$ cat src/hw/rtl/hms_clock_with_button_setting_macros.svh
// Assertion macros for the clock RTL, included by the core file.
`ifndef HMS_CLOCK_WITH_BUTTON_SETTING_MACROS_SVH
`define HMS_CLOCK_WITH_BUTTON_SETTING_MACROS_SVH

`ifndef SYNTHESIS
// Same-cycle implication, sampled on clk, off during reset.
`define HMS_ASSERT_SAME(label, ante, cons, msg) \
    label: assert property (@(posedge clk) disable iff (!rst_n) (ante) |-> (cons)) \
        else $error(msg);
// Next-cycle implication, sampled on clk, off during reset.
`define HMS_ASSERT_NEXT(label, ante, cons, msg) \
    label: assert property (@(posedge clk) disable iff (!rst_n) (ante) |=> (cons)) \
        else $error(msg);
`else
`define HMS_ASSERT_SAME(label, ante, cons, msg)
`define HMS_ASSERT_NEXT(label, ante, cons, msg)
`endif

`endif

$ cat src/hw/rtl/hms_pkg.sv
// Shared types and constants for the hours:minutes:seconds clock.
package hms_pkg;

    localparam int BTN_MIN  = 0;
    localparam int BTN_SEC  = 1;
    localparam int BTN_DOWN = 2;
    localparam int BTN_HOUR = 3;
    localparam int BTN_UP   = 4;

    localparam logic [6:0] TICK_DIVIDE_RST    = 7'd99;
    localparam logic [3:0] DEBOUNCE_TICKS_RST = 4'd3;
    localparam logic [6:0] REPEAT_DELAY_RST   = 7'd99;
    localparam logic [6:0] REPEAT_PERIOD_RST  = 7'd49;

    typedef enum logic [1:0] {
        CFG_TICK_DIVIDE    = 2'd0,
        CFG_DEBOUNCE_TICKS = 2'd1,
        CFG_REPEAT_DELAY   = 2'd2,
        CFG_REPEAT_PERIOD  = 2'd3
    } cfg_index_t;

    typedef struct packed {
        logic [6:0] tick_divide;
        logic [3:0] debounce_ticks;
        logic [6:0] repeat_delay;
        logic [6:0] repeat_period;
    } cfg_t;

    typedef struct packed {
        logic       func;
        logic [4:0] buttons;
    } item_t;

    typedef struct packed {
        logic [4:0] hour_now;
        logic [5:0] minute_now;
        logic [5:0] second_now;
        logic       time_updated;
    } result_t;

endpackage

$ cat src/hw/rtl/hms_in_stage.sv
// Input register stage: holds one accepted item until the core takes it.
module hms_in_stage
    import hms_pkg::*;
(
    input  logic  clk,
    input  logic  rst_n,
    input  logic  s_tvalid,
    output logic  s_tready,
    input  item_t s_item,
    input  logic  take,
    output logic  valid,
    output item_t item
);

    logic  valid_reg;
    logic  valid_next;
    item_t item_reg;

    assign s_tready = !valid_reg || take;
    assign valid    = valid_reg;
    assign item     = item_reg;

    always_comb
    begin
        valid_next = valid_reg;
        if (s_tvalid && s_tready)
        begin
            valid_next = 1'b1;
        end
        else if (take)
        begin
            valid_next = 1'b0;
        end
    end

    always_ff @(posedge clk or negedge rst_n)
    begin
        if (!rst_n)
        begin
            valid_reg <= 1'b0;
        end
        else
        begin
            valid_reg <= valid_next;
        end
    end

    always_ff @(posedge clk)
    begin
        if (s_tvalid && s_tready)
        begin
            item_reg <= s_item;
        end
    end

endmodule

$ cat src/hw/rtl/hms_core.sv
// Clock state and the next-state logic for one tick or button item.
module hms_core
    import hms_pkg::*;
(
    input  logic    clk,
    input  logic    rst_n,
    input  logic    advance,
    input  item_t   item,
    input  cfg_t    cfg,
    output result_t res
);

`include "hms_clock_with_button_setting_macros.svh"

    localparam logic [6:0] HOURS   = 7'd24;
    localparam logic [6:0] MINUTES = 7'd60;

    logic [6:0] prescale_reg, prescale_next;
    logic [3:0] deb_reg, deb_next;
    logic [6:0] rep_reg, rep_next;
    logic [4:0] held_reg, held_next;
    logic       pa_reg, pa_next;
    logic [4:0] hour_reg, hour_next;
    logic [5:0] minute_reg, minute_next;
    logic [5:0] second_reg, second_next;

    logic [6:0] pre_inc;
    logic       wrap;
    logic       any_held;
    logic       rep_fire;
    logic       deb_fire;
    logic       do_apply;
    logic       updated;

    function automatic logic [6:0] inc_wrap(logic [6:0] v, logic [6:0] modulus);
        logic [6:0] v1;
        v1 = v + 7'd1;
        return (v1 >= modulus) ? 7'd0 : v1;
    endfunction

    function automatic logic [6:0] dec_wrap(logic [6:0] v, logic [6:0] modulus);
        return (v == 7'd0 || v >= modulus) ? (modulus - 7'd1) : (v - 7'd1);
    endfunction

    always_comb
    begin
        prescale_next = prescale_reg;
        deb_next      = deb_reg;
        rep_next      = rep_reg;
        held_next     = held_reg;
        pa_next       = pa_reg;
        hour_next     = hour_reg;
        minute_next   = minute_reg;
        second_next   = second_reg;
        updated       = 1'b0;
        pre_inc       = prescale_reg + 7'd1;
        wrap          = pre_inc >= cfg.tick_divide;
        any_held      = |held_reg;
        rep_fire      = (rep_reg == 7'd1) && any_held;
        deb_fire      = (deb_reg == 4'd1);
        do_apply      = any_held && (rep_fire || (deb_fire && !pa_reg));

        if (item.func)
        begin
            held_next = item.buttons;
            deb_next  = cfg.debounce_ticks;
            rep_next  = cfg.repeat_delay;
        end
        else
        begin
            prescale_next = wrap ? 7'd0 : pre_inc;

            // advance only with no button held, apply only with one held
            if (wrap && !any_held)
            begin
                second_next = 6'(inc_wrap({1'b0, second_reg}, MINUTES));
                if (second_next == 6'd0)
                begin
                    minute_next = 6'(inc_wrap({1'b0, minute_reg}, MINUTES));
                    if (minute_next == 6'd0)
                    begin
                        hour_next = 5'(inc_wrap({2'b0, hour_reg}, HOURS));
                    end
                end
                updated = 1'b1;
            end

            if (do_apply)
            begin
                if (held_reg[BTN_UP])
                begin
                    if (held_reg[BTN_HOUR])
                        hour_next = 5'(inc_wrap({2'b0, hour_reg}, HOURS));
                    if (held_reg[BTN_MIN])
                        minute_next = 6'(inc_wrap({1'b0, minute_reg}, MINUTES));
                    if (held_reg[BTN_SEC])
                        second_next = 6'(inc_wrap({1'b0, second_reg}, MINUTES));
                    updated = 1'b1;
                end
                else if (held_reg[BTN_DOWN])
                begin
                    if (held_reg[BTN_HOUR])
                        hour_next = 5'(dec_wrap({2'b0, hour_reg}, HOURS));
                    if (held_reg[BTN_MIN])
                        minute_next = 6'(dec_wrap({1'b0, minute_reg}, MINUTES));
                    if (held_reg[BTN_SEC])
                        second_next = 6'(dec_wrap({1'b0, second_reg}, MINUTES));
                    updated = 1'b1;
                end
            end

            if (deb_fire && !held_reg[BTN_UP] && !held_reg[BTN_DOWN])
            begin
                pa_next = 1'b0;
            end
            else if (rep_fire || (deb_fire && any_held))
            begin
                pa_next = 1'b1;
            end

            if (rep_reg != 7'd0)
            begin
                rep_next = rep_fire ? cfg.repeat_period : (rep_reg - 7'd1);
            end
            if (deb_reg != 4'd0)
            begin
                deb_next = deb_reg - 4'd1;
            end
        end

        res.hour_now     = hour_next;
        res.minute_now   = minute_next;
        res.second_now   = second_next;
        res.time_updated = updated;
    end

    always_ff @(posedge clk or negedge rst_n)
    begin
        if (!rst_n)
        begin
            prescale_reg <= '0;
            deb_reg      <= '0;
            rep_reg      <= '0;
            held_reg     <= '0;
            pa_reg       <= 1'b0;
            hour_reg     <= '0;
            minute_reg   <= '0;
            second_reg   <= '0;
        end
        else if (advance)
        begin
            prescale_reg <= prescale_next;
            deb_reg      <= deb_next;
            rep_reg      <= rep_next;
            held_reg     <= held_next;
            pa_reg       <= pa_next;
            hour_reg     <= hour_next;
            minute_reg   <= minute_next;
            second_reg   <= second_next;
        end
    end

    `HMS_ASSERT_SAME(a_time_range, 1'b1,
        (hour_reg < 5'd24) && (minute_reg < 6'd60) && (second_reg < 6'd60),
        "time register out of range")
    `HMS_ASSERT_SAME(a_event_quiet, advance && item.func, !res.time_updated,
        "button item reported a time update")
    `HMS_ASSERT_NEXT(a_debounce_reload, advance && item.func,
        deb_reg == $past(cfg.debounce_ticks), "debounce countdown not reloaded")
    `HMS_ASSERT_NEXT(a_second_moves,
        advance && !item.func && (held_reg == 5'd0) && res.time_updated,
        second_reg != $past(second_reg), "time update without second change")

endmodule

$ cat src/hw/rtl/hms_out_stage.sv
// Result register: holds one result until the downstream side takes it.
module hms_out_stage
    import hms_pkg::*;
(
    input  logic    clk,
    input  logic    rst_n,
    input  logic    load,
    input  result_t res,
    output logic    space,
    output logic    m_tvalid,
    input  logic    m_tready,
    output result_t m_res
);

    logic    valid_reg;
    logic    valid_next;
    result_t res_reg;

    assign space    = !valid_reg || m_tready;
    assign m_tvalid = valid_reg;
    assign m_res    = res_reg;

    always_comb
    begin
        valid_next = valid_reg;
        if (load)
        begin
            valid_next = 1'b1;
        end
        else if (m_tready)
        begin
            valid_next = 1'b0;
        end
    end

    always_ff @(posedge clk or negedge rst_n)
    begin
        if (!rst_n)
        begin
            valid_reg <= 1'b0;
        end
        else
        begin
            valid_reg <= valid_next;
        end
    end

    always_ff @(posedge clk)
    begin
        if (load)
        begin
            res_reg <= res;
        end
    end

endmodule

$ cat src/hw/rtl/hms_clock_with_button_setting.sv
// 24-hour hours:minutes:seconds clock with push-button setting. Every item
// on the slave stream is a timer tick (tuser 0) or a new button state
// (tuser 1), and each yields exactly one result with the time after that item
// and a flag that is set when the time advanced or was adjusted. One item is
// taken per clock cycle while the master side keeps up; a result becomes valid
// on the master side after its item is accepted: the item sits in the input
// register while the single next-state step computes its result, which the
// result register captures when the core takes the item. Backpressure on the
// master side stalls the input once both registers are full. Write the
// configuration registers only while no item is in flight.
module hms_clock_with_button_setting
    import hms_pkg::*;
(
    input  logic        clk,
    input  logic        rst_n,
    input  logic        s_tvalid,
    output logic        s_tready,
    input  logic [7:0]  s_tdata,   // [4:0] buttons, [7:5] zero
    input  logic [0:0]  s_tuser,   // [0] func
    output logic        m_tvalid,
    input  logic        m_tready,
    output logic [23:0] m_tdata,   // [4:0] hour_now, [10:5] minute_now,
                                   // [16:11] second_now, [23:17] zero
    output logic [0:0]  m_tuser,   // [0] time_updated
    input  logic        cfg_we,
    input  logic [1:0]  cfg_index,
    input  logic [6:0]  cfg_data
);

    cfg_t    cfg_reg;
    item_t   s_item;
    item_t   item;
    logic    in_valid;
    logic    space;
    logic    advance;
    result_t res;
    result_t m_res;

    assign s_item.func    = s_tuser[0];
    assign s_item.buttons = s_tdata[4:0];
    assign advance        = in_valid && space;

    always_ff @(posedge clk or negedge rst_n)
    begin
        if (!rst_n)
        begin
            cfg_reg.tick_divide    <= TICK_DIVIDE_RST;
            cfg_reg.debounce_ticks <= DEBOUNCE_TICKS_RST;
            cfg_reg.repeat_delay   <= REPEAT_DELAY_RST;
            cfg_reg.repeat_period  <= REPEAT_PERIOD_RST;
        end
        else if (cfg_we)
        begin
            case (cfg_index)
                CFG_TICK_DIVIDE:    cfg_reg.tick_divide    <= cfg_data;
                CFG_DEBOUNCE_TICKS: cfg_reg.debounce_ticks <= cfg_data[3:0];
                CFG_REPEAT_DELAY:   cfg_reg.repeat_delay   <= cfg_data;
                CFG_REPEAT_PERIOD:  cfg_reg.repeat_period  <= cfg_data;
                default:            cfg_reg                <= cfg_reg;
            endcase
        end
    end

    hms_in_stage u_in_stage (
        .clk      (clk),
        .rst_n    (rst_n),
        .s_tvalid (s_tvalid),
        .s_tready (s_tready),
        .s_item   (s_item),
        .take     (advance),
        .valid    (in_valid),
        .item     (item)
    );

    hms_core u_core (
        .clk     (clk),
        .rst_n   (rst_n),
        .advance (advance),
        .item    (item),
        .cfg     (cfg_reg),
        .res     (res)
    );

    hms_out_stage u_out_stage (
        .clk      (clk),
        .rst_n    (rst_n),
        .load     (advance),
        .res      (res),
        .space    (space),
        .m_tvalid (m_tvalid),
        .m_tready (m_tready),
        .m_res    (m_res)
    );

    assign m_tdata = {7'd0, m_res.second_now, m_res.minute_now, m_res.hour_now};
    assign m_tuser = m_res.time_updated;

endmodule
$ cat config.mk
export PLATFORM = sky130hd
export DESIGN_NAME = hms_clock_with_button_setting
export DESIGN_NICKNAME = d
export VERILOG_FILES = /design/src/hw/rtl/hms_pkg.sv /design/src/hw/rtl/hms_in_stage.sv /design/src/hw/rtl/hms_core.sv /design/src/hw/rtl/hms_out_stage.sv /design/src/hw/rtl/hms_clock_with_button_setting.sv
export VERILOG_INCLUDE_DIRS = /design/src /design/src/hw/rtl
export SDC_FILE = /design/constraint.sdc
export NUM_CORES = 1
export LEC_CHECK = 0
export BUFFER_PORTS_ARGS = -buffer_cell sky130_fd_sc_hd__buf_2
export CAP_MARGIN = 20
export CORE_AREA = 2 2 121 153
export CTS_CLUSTER_SIZE = 30
export DETAILED_ROUTE_END_ITERATION = 12
export DIE_AREA = 0 0 123 155
export PLACE_DENSITY = 0.63
export RECOVER_POWER = 50
export SLEW_MARGIN = 20
export SYNTH_ARGS = -nofsm -noshare
export SYNTH_HDL_FRONTEND = slang
export SYNTH_HIERARCHICAL = 1
export SYNTH_SLANG_ARGS = --single-unit
$ cat constraint.sdc
create_clock -name clk -period 8.75 [get_ports clk]
set_input_delay 0.4375 -clock clk [delete_from_list [all_inputs] [get_ports clk]]
set_output_delay 0.4375 -clock clk [all_outputs]
set_load 0.1 [all_outputs]
Yosys cells after proc, flatten, opt, wreduce, memory -nomap -nowiden
Cells that the tools add are included.

word-level totals
  word-level logic and storage cells = 133
  input bits = 23
  bits in registers = 92
  output and inout port bits = 27

cells by class
  bitwise operators = 1
  order comparisons = 7
  $add $sub $neg = 9
  reductions and logical operators = 45
  equality and inequality tests = 5
  mux-type cells = 46

operator list
  kind                                                 number
  2-to-1 mux 6 bit                                     19
  2-to-1 mux 5 bit                                     11
  2-to-1 mux 7 bit                                     4
  logical NOT 6 bit                                    4
  AND reduction 2 bit                                  8
  adder 6 x 1 -> 7 bit, second input constant          2
  >= comparator 7 x 6 -> 1 bit, second input constant  2
  >= comparator 6 bit, second input constant           2
  subtractor 6 x 1 -> 6 bit, second input constant     2
  2-to-1 mux 1 bit                                     10
  nonzero test 2 bit                                   5
  logical AND 1 bit                                    9
  2-to-1 mux 4 bit                                     2
  adder 7 x 1 -> 7 bit, second input constant          1
  == test 7 x 1 -> 1 bit, second input constant        1
  >= comparator 7 bit                                  1
  logical OR 1 bit                                     7
  nonzero test 7 bit                                   1
  subtractor 7 x 1 -> 7 bit, second input constant     1
  adder 5 x 1 -> 6 bit, second input constant          1
  >= comparator 6 x 5 -> 1 bit, second input constant  1
  logical NOT 1 bit                                    6
  >= comparator 5 bit, second input constant           1
  logical NOT 5 bit                                    1
  other kinds (10)                                     11

Logic depth before layout (Yosys ltp)
  word-level depth = 12
  gate-level depth with buffers = 13

Modules after synthesis
The synthesis kept the hierarchy.

modules (own cells, without submodules)
  module                         instances  cells each  area an instance (um^2)  seq. area each (um^2)
  hms_core                       1          582         4403.0                   1026.0
  hms_clock_with_button_setting  1          63          1033.5                   641.9
  hms_out_stage                  1          21          588.1                    565.5
  hms_in_stage                   1          10          234.0                    205.2

Worst setup path before layout
Ideal clock, no wire load.

  kind = reg2reg
  start = register u_core.prescale_reg[0]
  end = register u_out_stage.res_reg, in the netlist u_out_stage/m_res[17], data pin
  library setup time = 0.159 ns
  arrival = 2.877 ns
  slack = 5.714 ns
  stages on the path, launching flop included = 12
  cell sequence = dfrtp_1 -> ha_1 -> nand3_1 -> xor2_1 -> inv_1 -> ha_1 -> o21ai_0 -> o31ai_1 -> nand2_1 -> or3_4 -> a221o_1 -> a22oi_1

RTL lines
  element                   line                 text
  start: declaration        hms_core.sv:18       logic [6:0] prescale_reg, prescale_next;
  start signal: assignment  hms_core.sv:152      prescale_reg <= prescale_next;
  end signal: assignment    hms_out_stage.sv:52  res_reg <= res;
  end: declaration          hms_out_stage.sv:17  result_t res_reg;

==> summary.txt <==
Status
  – Status: finished with violations
  – Failing checks: max-capacitance violations, max-slew violations

STA
  – Final hold vios: 0
  – RSZ-0062 raised after global routing: false
  – Hold WS: approximately 0.26 ns
  – Crit share post-route: 0.466
  – Final worst path period need: ~4.1 ns
  – Clk_skew: 0.00763 ns
  – Slew Limit Headroom: -1.55
  – Setup Viol. Count Final: 0
  – Setup TNS: 0 ns
  – Fmax: between 0.2 and 0.25 GHz
  – Slew @ Worst Pin: 3.83 ns
  – Fin. max-slew vios: 69

Clock tree
  – CTS tree: done
  – H-tree depth: 3
  – Worst-skew pair later-pin latency: 0.35 ns
  – Clk sinks: 92
  – CTS clk-pin slew, worst paths: approximately 0.070 ns
  – Setup bufs post-CTS: 0
  – CTS max path bufs: 2
  – Inserted Clock Buffers: 9
  – Hold buffers post-CTS: 0
  – Root buf cell: clkbuf_16
  – Cts repair resizes: 0

GRT
  – GRT overflow: 0
  – Largest net degree at the start of global routing: 69
  – Tot GR Track Use: 0.158
  – Initial antenna violation count: 0
  – Vias in the first global route: 4584
  – Global-route wire length before repair: 23700 um

Final layout
  – Layout cell share with drive strength beyond 1: 0.176
  – Nets: 724
  – ANT cells: 0
  – Register Area: 2440 um^2
  – Fin util: 0.378
  – Synth-to-Final Area Change: 7.12%
  – Area of the multi-input gates: 3330 um^2
  – Fillers: 1843
  – Max FFs per register: 25
  – Final instance area: approximately 6700 um^2

Worst setup path
  – CP peak stage delay: 0.76 ns
  – Worst path slowest cell: nor3_1
  – Worst path cell trace: ha_1 -> nand3_1 -> xor2_1 -> inv_1 -> ha_1 -> o21ai_0 -> o31ai_1 -> nand2_1 -> nor3_1 -> o32ai_1 -> o31ai_1
  – Crit Path Category: reg2reg
  – Startpoint Class: flop
  – Worst EP arrival: 4.25 ns
  – Critical-path maximum fanout: 17
  – Critical Path RT: 8.92 ns
  – Crit path capture type: flop

Route
  – Vias per std cell: 5.40
  – # DRC: 0
  – Initial DRC count: 286
  – Number of nets with antenna violations after routing: 0
  – Vias: 4939
  – Final WL: 14400 um
  – Routed length per instance: 15.8 um
  – DRT Pass-1 Iters: 5

Logic synthesis
  – Mean area per synthesized cell: 9.26 um^2
  – Sequential area share after synthesis: 0.390
  – Post-synthesis register bit count: 92
  – Number of enable flip-flop cells after synthesis: 24
  – Share of flip-flops with an asynchronous set or reset: 0.739
  – Mapped Cells: roughly 680
  – Dominant synthesized flop cell: dfrtp_1
  – Synth unique cells: 80
  – Yosys Warn Count: 6
  – Synthesized area: 6260 um^2

Place
  – Post-place instance area: about 6500 um^2
  – DP HPWL: 9890 um
  – Port buffer count: 39
  – RD Place Congestion: 0.879

Die
  – I/O pin cnt: 50
  – Die Span X: 123 um
  – FP Rows: 55
  – Core Area: 17800 um^2
  – Die height: approximately 160 um
  – Initial cell density of the core: 0.353
  – Die ar.: 19100 um^2

Pwr
  – Pwr dens: 316 nW/um^2
  – Worst VDD drop: 0.124 mV
  – Static leakage: 2.72 nW

Flow run
  – Total of max-cap violations: 1

Min path
  – Hold crit path type: in2reg
## report_power, final
part / internal, mW / switching (mW)
Clock: 0.211 / 0.174
Combinational: 0.356 / 0.629
Sequential: 0.575 / 0.176
## synth_stat cells, drive strengths merged (4+ instances only)
library cell | n | area (um^2)
ha | 20 | 250
nand3 | 21 | 110
nand2 | 72 | 270
a31oi | 4 | 25.0
inv | 36 | 135
nand3b | 4 | 33.8
xor2 | 10 | 87.6
o22ai | 10 | 62.6
o31a | 4 | 36.3
buf | 20 | 144
nor4 | 7 | 50.1
clkbuf | 35 | 191
and2 | 12 | 81.3
o31ai | 16 | 120
dfstp | 13 | 342
a21o | 4 | 30.0
a21oi | 41 | 205
nor2b | 6 | 37.5
a22oi | 8 | 60.1
a211oi | 16 | 120
mux2i | 8 | 80.1
nor3 | 20 | 100
xnor2 | 17 | 149
o21ai | 32 | 160
nor2 | 39 | 146
nand2b | 13 | 98.9
dfrtp | 55 | 1380
o221ai | 4 | 35.0
edfxtp | 24 | 721
nor3b | 5 | 48.8
o211ai | 6 | 45.0
and3 | 8 | 51.3
mux2 | 38 | 428
## worst max-delay path, delay by kind of cell (launching register included)
kind            cells  cell delay, ns
compound gates      4            1.26
xor+xnor            1            0.20
fa+ha+maj           2            0.51
buf+inv             1            0.06
flops               1            0.43
simple gates        3            1.44
## layout make-up
type	instances	area share
clock inverter	5	0.00523
tap	228	0.0426
multi-input combinational	498	0.497
timing repair buffer	44	0.0338
clock buffer	11	0.0379
inverter	36	0.0202
sequential	92	0.364
## layout by cell type (no fill, tap or decap), drive strengths merged, types with 16 or more instances in the layout
cell    synthesis  routed
edfxtp         24      24
nor2           39      39
xnor2          17      17
nand3          21      21
o21ai          32      32
nor3           20      20
a211oi         16      16
ha             20      20
nand2          72      72
buf            20      41
inv            36      37
a21oi          41      41
dfrtp          55      55
o31ai          16      16
mux2           38      38
## metal layers
layer / routed length [um] / vias up / track usage
li1: - / 2438 / -
met1: 6400 / 2367 / 0.202
met2: 7100 / 98 / 0.260
met3: 490 / 36 / 0.0308
met4: 428 / 0 / 0.0639
met5: 0 / - / 0
## cells by family after synthesis
group                    synth area share
AND/OR/NAND/NOR                     0.190
AO/OA/AOI/OAI                       0.181
flip-flops                          0.390
buffers and inverters              0.0768
multiplexers                       0.0812
XOR/XNOR                           0.0378
adder cells (fa/ha/maj)            0.0432
other                            0.000599
## final timing paths
kind	depth (start not counted)	startpoint	slack [ns]	to
worst max-delay path	11	u_core/prescale_reg[0]	4.67	u_out_stage/m_res[16]
worst min register to register	1	u_in_stage/item[1]	0.48	u_core/held_reg[1]
worst max register to register	11	u_core/prescale_reg[0]	4.67	u_out_stage/m_res[16]
worst min-delay path	1	s_tuser	0.26	u_in_stage/item[5]
min in group asynchronous	2	rst_n	1.51	u_core/hour_reg[3]
max in group asynchronous	2	rst_n	5.09	cfg_reg[22]
## through the flow
step | setup WS, ns | instances | power, mW
6_report | 4.67 | 914 | 2.12
3_5_place_dp | 4.82 | 898 | 1.74
4_1_cts | 4.77 | 914 | 2.13
2_1_floorplan | 5.71 | 682 | 1.57
5_1_grt | 4.15 | 914 | 2.28
3_3_place_gp | 4.88 | 898 | 1.73
No activity file was read; power rests on OpenSTA's default activity.
